[config.mk]
export PLATFORM = sky130hd
export DESIGN_NAME = lmal_ctrl
export DESIGN_NICKNAME = d
export VERILOG_FILES = /design/src/design/assert_macros.svh /design/src/design/lmal_pkg.sv /design/src/design/lmal_ctrl.sv
export SDC_FILE = /design/constraint.sdc
export NUM_CORES = 1
export LEC_CHECK = 0
export ABC_CLOCK_PERIOD_IN_PS = 2200
export BUFFER_PORTS_ARGS = -buffer_cell sky130_fd_sc_hd__buf_2
export CORE_UTILIZATION = 50
export CTS_BUF_LIST = sky130_fd_sc_hd__clkbuf_16
export CTS_CLUSTER_SIZE = 14
export DETAILED_ROUTE_END_ITERATION = 10
export GPL_TIMING_DRIVEN = 0
export PLACE_DENSITY = 0.8
export SYNTH_ARGS = -nofsm -noshare
export SYNTH_HDL_FRONTEND = slang
export SYNTH_SLANG_ARGS = --single-unit
[constraint.sdc]
create_clock -name i_clk -period 2.2 [get_ports i_clk]
set_input_delay 0.11 -clock i_clk [delete_from_list [all_inputs] [get_ports i_clk]]
set_output_delay 0.11 -clock i_clk [all_outputs]
set_load 0.02 [all_outputs]
[src/design/assert_macros.svh]
// ----------------------------------------------------------------------------
// assertion macros
// concurrent checks, compiled out for synthesis
// ----------------------------------------------------------------------------
`ifndef ASSERT_MACROS_SVH
`define ASSERT_MACROS_SVH
`ifndef SYNTHESIS
`define ASSERT_IMPL(lbl, clk, rst_n, ante, cons) \
    lbl: assert property (@(posedge clk) disable iff (!rst_n) (ante) |-> (cons)) \
        else $error("implication check failed");
`define ASSERT_NEXT(lbl, clk, rst_n, ante, cons) \
    lbl: assert property (@(posedge clk) disable iff (!rst_n) (ante) |=> (cons)) \
        else $error("next cycle check failed");
`else
`define ASSERT_IMPL(lbl, clk, rst_n, ante, cons)
`define ASSERT_NEXT(lbl, clk, rst_n, ante, cons)
`endif
`endif

[src/design/lmal_pkg.sv]
// ----------------------------------------------------------------------------
// lmal_pkg
// shared constants, operation codes and control structs of the locator
// ----------------------------------------------------------------------------
package lmal_pkg;

    localparam int unsigned POS_W       = 13;
    localparam int unsigned ST_W        = 2;
    localparam int unsigned CI_W        = 5;
    localparam int unsigned CMD_MAX_LEN = 16;

    localparam logic [7:0] CH_SPACE = 8'd32;
    localparam logic [7:0] CH_OBRACE = 8'd123;
    localparam logic [7:0] CH_CBRACE = 8'd125;
    localparam logic [7:0] CH_OBRK = 8'd91;
    localparam logic [7:0] CH_CBRK = 8'd93;

    localparam logic [ST_W-1:0] ST_CLOSED   = 2'd0;
    localparam logic [ST_W-1:0] ST_UNCLOSED = 2'd1;
    localparam logic [ST_W-1:0] ST_NONE     = 2'd2;
    localparam logic [ST_W-1:0] ST_OVERFLOW = 2'd3;

    localparam logic [1:0] REG_CMD_LO  = 2'd0;
    localparam logic [1:0] REG_CMD_HI  = 2'd1;
    localparam logic [1:0] REG_CMD_LEN = 2'd2;
    localparam logic [1:0] REG_CMD_LIM = 2'd3;

    localparam logic [1:0] K_HOLD    = 2'd0;
    localparam logic [1:0] K_FROM_I  = 2'd1;
    localparam logic [1:0] K_INC     = 2'd2;
    localparam logic [1:0] K_FROM_IC = 2'd3;

    localparam logic [1:0] REL_HOLD  = 2'd0;
    localparam logic [1:0] REL_CLR   = 2'd1;
    localparam logic [1:0] REL_ONE   = 2'd2;
    localparam logic [1:0] REL_TRACK = 2'd3;

    localparam logic [1:0] ROPT_HOLD = 2'd0;
    localparam logic [1:0] ROPT_ONE  = 2'd1;
    localparam logic [1:0] ROPT_INC  = 2'd2;
    localparam logic [1:0] ROPT_DEC  = 2'd3;

    localparam logic [1:0] OUT_SPAN = 2'd0;
    localparam logic [1:0] OUT_PEND = 2'd1;
    localparam logic [1:0] OUT_OVF  = 2'd2;
    localparam logic [1:0] OUT_NONE = 2'd3;

    typedef struct packed {
        logic       load;
        logic       i_clr;
        logic       i_inc;
        logic [1:0] k_op;
        logic       ci_one;
        logic       ci_inc;
        logic [1:0] rel_op;
        logic [1:0] ropt_op;
        logic       opener_set;
        logic       span_wr;
        logic       pend_set;
        logic       ovf_set;
        logic       s_clr;
        logic       s_inc;
        logic       out_load;
        logic [1:0] out_kind;
        logic       doc_clr;
    } t_cmd;

    typedef struct packed {
        logic is_blank;
        logic is_obrace;
        logic is_obrk;
        logic is_cbrk;
        logic sc_close;
        logic m0;
        logic mci;
        logic i_done;
        logic ci_done;
        logic ic_end;
        logic k_lt_last;
        logic k_ge_n;
        logic rel_nz;
        logic ropt_nz;
        logic cnt_ge_lim;
        logic cnt_zero;
        logic has_pend;
        logic ovf;
        logic s_lt_cnt;
        logic out_free;
    } t_stat;

endpackage

[src/design/lmal_ctrl.sv]
// ----------------------------------------------------------------------------
// lmal_ctrl
// sequencer: load, command match, argument search and result emission
// ----------------------------------------------------------------------------
module lmal_ctrl import lmal_pkg::*; (
    input  logic  i_clk,
    input  logic  i_rst_n,
    input  logic  i_in_valid,
    input  logic  i_last_char,
    output logic  o_in_stall,
    input  t_stat i_stat,
    output t_cmd  o_cmd
);

    localparam logic [4:0] S_IDLE   = 5'd0;
    localparam logic [4:0] S_START  = 5'd1;
    localparam logic [4:0] S_M0RD   = 5'd2;
    localparam logic [4:0] S_M0     = 5'd3;
    localparam logic [4:0] S_MCHK   = 5'd4;
    localparam logic [4:0] S_MRD    = 5'd5;
    localparam logic [4:0] S_MCMP   = 5'd6;
    localparam logic [4:0] S_SKIP   = 5'd7;
    localparam logic [4:0] S_SKRD   = 5'd8;
    localparam logic [4:0] S_SKEV   = 5'd9;
    localparam logic [4:0] S_BR     = 5'd10;
    localparam logic [4:0] S_BRRD   = 5'd11;
    localparam logic [4:0] S_BREV   = 5'd12;
    localparam logic [4:0] S_BRC    = 5'd13;
    localparam logic [4:0] S_BRCRD  = 5'd14;
    localparam logic [4:0] S_BRCEV  = 5'd15;
    localparam logic [4:0] S_POSTBR = 5'd16;
    localparam logic [4:0] S_CHK    = 5'd17;
    localparam logic [4:0] S_SCRD   = 5'd18;
    localparam logic [4:0] S_SC     = 5'd19;
    localparam logic [4:0] S_NEXT   = 5'd20;
    localparam logic [4:0] S_OUT    = 5'd21;
    localparam logic [4:0] S_ORD    = 5'd22;
    localparam logic [4:0] S_OEM    = 5'd23;
    localparam logic [4:0] S_DONE   = 5'd24;

    logic [4:0] r_state, n_state;

    always_ff @(posedge i_clk) begin
        if (!i_rst_n) begin
            r_state <= S_IDLE;
        end else begin
            r_state <= n_state;
        end
    end

    assign o_in_stall = r_state != S_IDLE;

    always_comb begin
        n_state = r_state;
        o_cmd   = '0;
        unique case (r_state)
            S_IDLE: begin
                if (i_in_valid) begin
                    o_cmd.load = 1'b1;
                    if (i_last_char) begin
                        o_cmd.i_clr = 1'b1;
                        n_state     = S_START;
                    end
                end
            end
            S_START: begin
                if (i_stat.i_done) begin
                    n_state = S_OUT;
                end else begin
                    o_cmd.k_op = K_FROM_I;
                    n_state    = S_M0RD;
                end
            end
            S_M0RD: n_state = S_M0;
            S_M0: begin
                if (i_stat.m0) begin
                    o_cmd.ci_one = 1'b1;
                    o_cmd.rel_op = REL_CLR;
                    n_state      = S_MCHK;
                end else begin
                    n_state = S_NEXT;
                end
            end
            S_MCHK: begin
                if (i_stat.ci_done) begin
                    n_state = S_SKIP;
                end else if (i_stat.ic_end) begin
                    n_state = S_NEXT;
                end else begin
                    o_cmd.k_op = K_FROM_IC;
                    n_state    = S_MRD;
                end
            end
            S_MRD: n_state = S_MCMP;
            S_MCMP: begin
                if (i_stat.mci) begin
                    o_cmd.ci_inc = 1'b1;
                    n_state      = S_MCHK;
                end else begin
                    n_state = S_NEXT;
                end
            end
            S_SKIP: begin
                if (i_stat.k_lt_last) begin
                    o_cmd.k_op = K_INC;
                    n_state    = S_SKRD;
                end else if (i_stat.cnt_ge_lim) begin
                    o_cmd.ovf_set = 1'b1;
                    n_state       = S_OUT;
                end else begin
                    n_state = S_NEXT;
                end
            end
            S_SKRD: n_state = S_SKEV;
            S_SKEV: begin
                if (i_stat.is_blank) begin
                    n_state = S_SKIP;
                end else if (i_stat.is_obrk) begin
                    o_cmd.ropt_op = ROPT_ONE;
                    n_state       = S_BR;
                end else begin
                    n_state = S_CHK;
                end
            end
            S_BR: begin
                o_cmd.k_op = K_INC;
                if (i_stat.ropt_nz && i_stat.k_lt_last) begin
                    n_state = S_BRRD;
                end else begin
                    n_state = S_POSTBR;
                end
            end
            S_BRRD: n_state = S_BREV;
            S_BREV: begin
                n_state = S_BR;
                if (i_stat.is_cbrk) begin
                    o_cmd.ropt_op = ROPT_DEC;
                end else if (i_stat.is_obrace) begin
                    o_cmd.rel_op = REL_ONE;
                    n_state      = S_BRC;
                end else if (i_stat.is_obrk) begin
                    o_cmd.ropt_op = ROPT_INC;
                end
            end
            S_BRC: begin
                if (i_stat.rel_nz && i_stat.k_lt_last) begin
                    o_cmd.k_op = K_INC;
                    n_state    = S_BRCRD;
                end else begin
                    n_state = S_BR;
                end
            end
            S_BRCRD: n_state = S_BRCEV;
            S_BRCEV: begin
                o_cmd.rel_op = REL_TRACK;
                n_state      = S_BRC;
            end
            S_POSTBR: n_state = i_stat.k_ge_n ? S_NEXT : S_CHK;
            S_CHK: begin
                if (i_stat.is_obrace) begin
                    if (i_stat.cnt_ge_lim) begin
                        o_cmd.ovf_set = 1'b1;
                        n_state       = S_OUT;
                    end else begin
                        o_cmd.opener_set = 1'b1;
                        o_cmd.rel_op     = REL_CLR;
                        n_state          = S_SC;
                    end
                end else if (i_stat.is_blank) begin
                    n_state = S_SKIP;
                end else begin
                    n_state = S_NEXT;
                end
            end
            S_SCRD: n_state = S_SC;
            S_SC: begin
                o_cmd.rel_op = REL_TRACK;
                if (i_stat.sc_close) begin
                    o_cmd.span_wr = 1'b1;
                    n_state       = S_NEXT;
                end else if (i_stat.k_lt_last) begin
                    o_cmd.k_op = K_INC;
                    n_state    = S_SCRD;
                end else begin
                    o_cmd.pend_set = 1'b1;
                    n_state        = S_NEXT;
                end
            end
            S_NEXT: begin
                o_cmd.i_inc = 1'b1;
                n_state     = S_START;
            end
            S_OUT: begin
                if (i_stat.ovf || (i_stat.cnt_zero && !i_stat.has_pend)) begin
                    if (i_stat.out_free) begin
                        o_cmd.out_load = 1'b1;
                        o_cmd.out_kind = i_stat.ovf ? OUT_OVF : OUT_NONE;
                        n_state        = S_DONE;
                    end
                end else begin
                    o_cmd.s_clr = 1'b1;
                    n_state     = S_ORD;
                end
            end
            S_ORD: n_state = S_OEM;
            S_OEM: begin
                if (i_stat.s_lt_cnt) begin
                    if (i_stat.out_free) begin
                        o_cmd.out_load = 1'b1;
                        o_cmd.out_kind = OUT_SPAN;
                        o_cmd.s_inc    = 1'b1;
                        n_state        = S_ORD;
                    end
                end else if (!i_stat.has_pend) begin
                    n_state = S_DONE;
                end else if (i_stat.out_free) begin
                    o_cmd.out_load = 1'b1;
                    o_cmd.out_kind = OUT_PEND;
                    n_state        = S_DONE;
                end
            end
            S_DONE: begin
                o_cmd.doc_clr = 1'b1;
                n_state       = S_IDLE;
            end
            default: n_state = S_IDLE;
        endcase
    end

endmodule
==> run_results.csv <==
group,metric,value,unit
clock_tree,tritoncts,"done",
sta,fin_skew,2.051,ps
floorplan,rows,16,
floorplan,initial_core_util,53.28,%
drt,ant_nets,0,
logic_synthesis,syn_area,1056,sq um
final_layout,largest_reg_flops,5,
drt,drc_errors,0,
sta,drv_slew,0,
worst_setup_path,path_max_fanout,10,
outcome,status,"complete, no violations",
hold_path,hp-class,"in -> reg",
power_and_ir_drop,intPower,0.6713,mW
grt,grt-busiest-layer,"met2",
clock_tree,cts_made_buffers,3,
sta,tightest_slew,445.3,ps
place,gp_congestion,0.9845,
power_and_ir_drop,comb_power_share,65.8,%
drt,vias,1562,
grt,use_met3,9.434,%
clock_tree,clock-sinks,5,
grt,met2_usage,57.30,%
sta,finalSetupViolCount,0,
logic_synthesis,synth_nets,191,
power_and_ir_drop,clock_power_share,21.9,%
flow_run,drv_cap,0,
drt,drt_iter0_drc,96,
sta,period_needed,2028,ps
clock_tree,clk_pin_slew,30,ps
sta,min_period_over_period,92.17,%
drt,drt_pass1_iterations,4,
grt,antenna_found_initial,0,
logic_synthesis,ys_warn_count,0,
sta,rsz0062_at_grt,"no",
place,dpl.hpwl,3.027,mm
grt,grt_max_degree,11,
floorplan,io_pins,46,
logic_synthesis,ys_ff_latch,5,
final_layout,regMostFlops,"r_state",
logic_synthesis,syn_area_per_cell,6.323,sq um
sta,hold_viol_final,0,
power_and_ir_drop,leakage,0.6888,nW
grt,overflow,0,
final_layout,layout-drive-gt1-share,29.63,%
final_layout,area_growth,32.58,%
logic_synthesis,ys_types,45,
hold_path,holdCritStartpoint,"i_rst_n",
final_layout,final_util,70.64,%
floorplan,die_area,2300,sq um
clock_tree,cts.htree.levels,1,
logic_synthesis,ys_seq_area_share,9.479,%
floorplan,core,1982,sq um
grt,grt_usage,36.63,%
logic_synthesis,synthCells,167,
drt,wirelength,3.922,mm
worst_setup_path,cp-startpoint,"r_state[0]",
clock_tree,insertion_delay,230,ps
clock_tree,cts_setup_buffers,0,
floorplan,die_w,47.96,um
worst_setup_path,reg2reg_from,"r_state[3]",
drt,viasPerCell,6.428,
power_and_ir_drop,netSwitchingFraction,50.19,%
floorplan,dieHeight,47.96,um
sta,slew_headroom,70.31,%
final_layout,nNetsFinal,241,
worst_setup_path,startpoint_type,"flip-flop",
final_layout,insertedDiodeCount,0,
worst_setup_path,crit_type,"reg -> out",
sta,tns,0,ps
sta,whs,205.7,ps
power_and_ir_drop,seqPwrFrac,12.3,%
power_and_ir_drop,total_power,1.348,mW
clock_tree,cts_root_buf,"clkbuf_16",
worst_setup_path,crit_arrival,1920,ps
worst_setup_path,crit_path_end_kind,"output pin",
clock_tree,hold_buffers,0,
place,io_buffers,45,
grt,grt_pass1_wl,5.706,mm
power_and_ir_drop,p_sw,0.6764,mW
final_layout,reg_top3,"r_state (5)",
grt,first_global_vias,1204,
power_and_ir_drop,power_density,962.6,nW/um^2
worst_setup_path,required,2090,ps
grt,use_met1,48.67,%
power_and_ir_drop,ir_drop,0.0007915,V
sta,max_freq,0.4931,GHz
drt,wire_per_inst,16.14,um
clock_tree,clock_path_buffers,2,
==> worst paths after layout <==
kind | to | slack (ps) | cells after the start
worst max-delay path | o_cmd[17] | 170 | 7
worst min register to register | r_state[0] | 840 | 4
worst min-delay path | r_state[3] | 210 | 2
worst max register to register | r_state[0] | 460 | 6
==> cells by family (layout without fill, tap and decap cells) <==
group | after synthesis | in the layout | synth area share (%)
AND/OR/NAND/NOR | 91 | 91 | 47.51
AO/OA/AOI/OAI | 48 | 48 | 32.23
buffers and inverters | 22 | 71 | 9.953
flip-flops | 5 | 5 | 9.479
XOR/XNOR | 1 | 1 | 0.8295
==> stage by stage <==
stage	worst slack [ps]	cells	area, sq um
floorplan	460.7	167	1056
global placement	370.7	239	1315
detailed placement	339.9	239	1315
CTS	98.18	243	1394
global route	98.60	243	1400
finish	172.2	243	1400
==> layout by cell type (no fill, tap or decap), types with 2 or more instances in the layout <==
| cell type | synthesis | routed |
|---|---|---|
| o21ai_1 | 3 | 3 |
| nor2_1 | 16 | 16 |
| clkbuf_16 | 0 | 3 |
| a21oi_1 | 6 | 6 |
| a311oi_1 | 3 | 3 |
| inv_1 | 10 | 11 |
| nand2b_1 | 7 | 7 |
| nor2b_1 | 7 | 7 |
| nand4b_1 | 3 | 3 |
| a31oi_1 | 3 | 3 |
| nor3b_1 | 3 | 3 |
| o41a_1 | 3 | 3 |
| nand3_1 | 13 | 13 |
| and3_1 | 6 | 6 |
| o211ai_1 | 2 | 2 |
| dfxtp_1 | 5 | 5 |
| buf_2 | 9 | 54 |
| o2111ai_1 | 3 | 3 |
| nor4_1 | 2 | 2 |
| o21ai_0 | 6 | 6 |
| nand3b_1 | 3 | 3 |
| a211o_1 | 3 | 3 |
| o31ai_1 | 3 | 3 |
| nand2_1 | 17 | 17 |
| o22ai_1 | 5 | 5 |
| nor3_1 | 6 | 6 |
==> layer usage <==
layer | wire [um] | vias up
li1 | - | 722
met1 | 1479 | 689
met2 | 1795 | 141
met3 | 561 | 10
met4 | 86 | 0
met5 | 0 | -
==> worst max-delay path: stages (launching register included) <==
cell and delay [ps]:
dfxtp_1 340, buf_4 200, nor3_4 330, nand2_1 150, nor3_1 310, a311oi_1 90, o31ai_1 80, buf_2 200
==> synthesized netlist by cell type, drive strengths merged <==
master   count  area, sq um
a311oi       3        26.28
nand2       17        63.81
a32oi        1        8.760
nand3b       3        22.52
o21bai       1        7.510
and3         6        37.54
nor4         2        12.51
nor3         7        40.04
and3b        1        10.01
a211o        3        26.28
o21a         1        7.510
o41a         3        33.78
xor2         1        8.760
a22oi        1        7.510
o2bb2ai      1        8.760
nand2b       7        43.79
o22ai        5        31.28
o41ai        1        8.760
buf         11        63.81
o21ai        9        45.04
nor2        17        66.32
or3          1        6.260
inv         10        37.54
nor2b        7        43.79
dfxtp        5        100.1
nand3       13        65.06
o31ai        3        22.52
o211ai       2        15.01
or4b         1        10.01
a211oi       1        7.510
a31o         1        8.760
or2          2        12.52
a21oi        6        30.03
nor3b        4        41.29
a31oi        3        18.77
nand4b       3        26.28
clkbuf       1        3.750
o2111ai      3        26.28
==> layout make-up <==
class,count,area [sq um]
tap,27,33.78
clock buffer,3,75.07
fill,183,581.8
timing repair buffer,45,225.2
buffer,12,67.56
multi-input combinational,140,857.1
inverter,10,37.54
sequential,5,100.1
clock inverter,1,3.754
==> timing repair <==
item,4_1_cts,5_1_grt
gates resized for setup,0,1
hold endpoints to repair,0,0
endpoints found under the setup margin,0,1
==> power groups by stage <==
| stage | Sequential, mW | Clock, mW | Combinational, mW |
|---|---|---|---|
| floorplan | 0.152 | 0 | 0.615 |
| global placement | 0.161 | 0 | 0.843 |
| detailed placement | 0.163 | 0 | 0.853 |
| CTS | 0.163 | 0.299 | 0.856 |
| global route | 0.170 | 0.306 | 0.940 |
| finish | 0.166 | 0.295 | 0.886 |
Power figures use the tool's default switching activity.
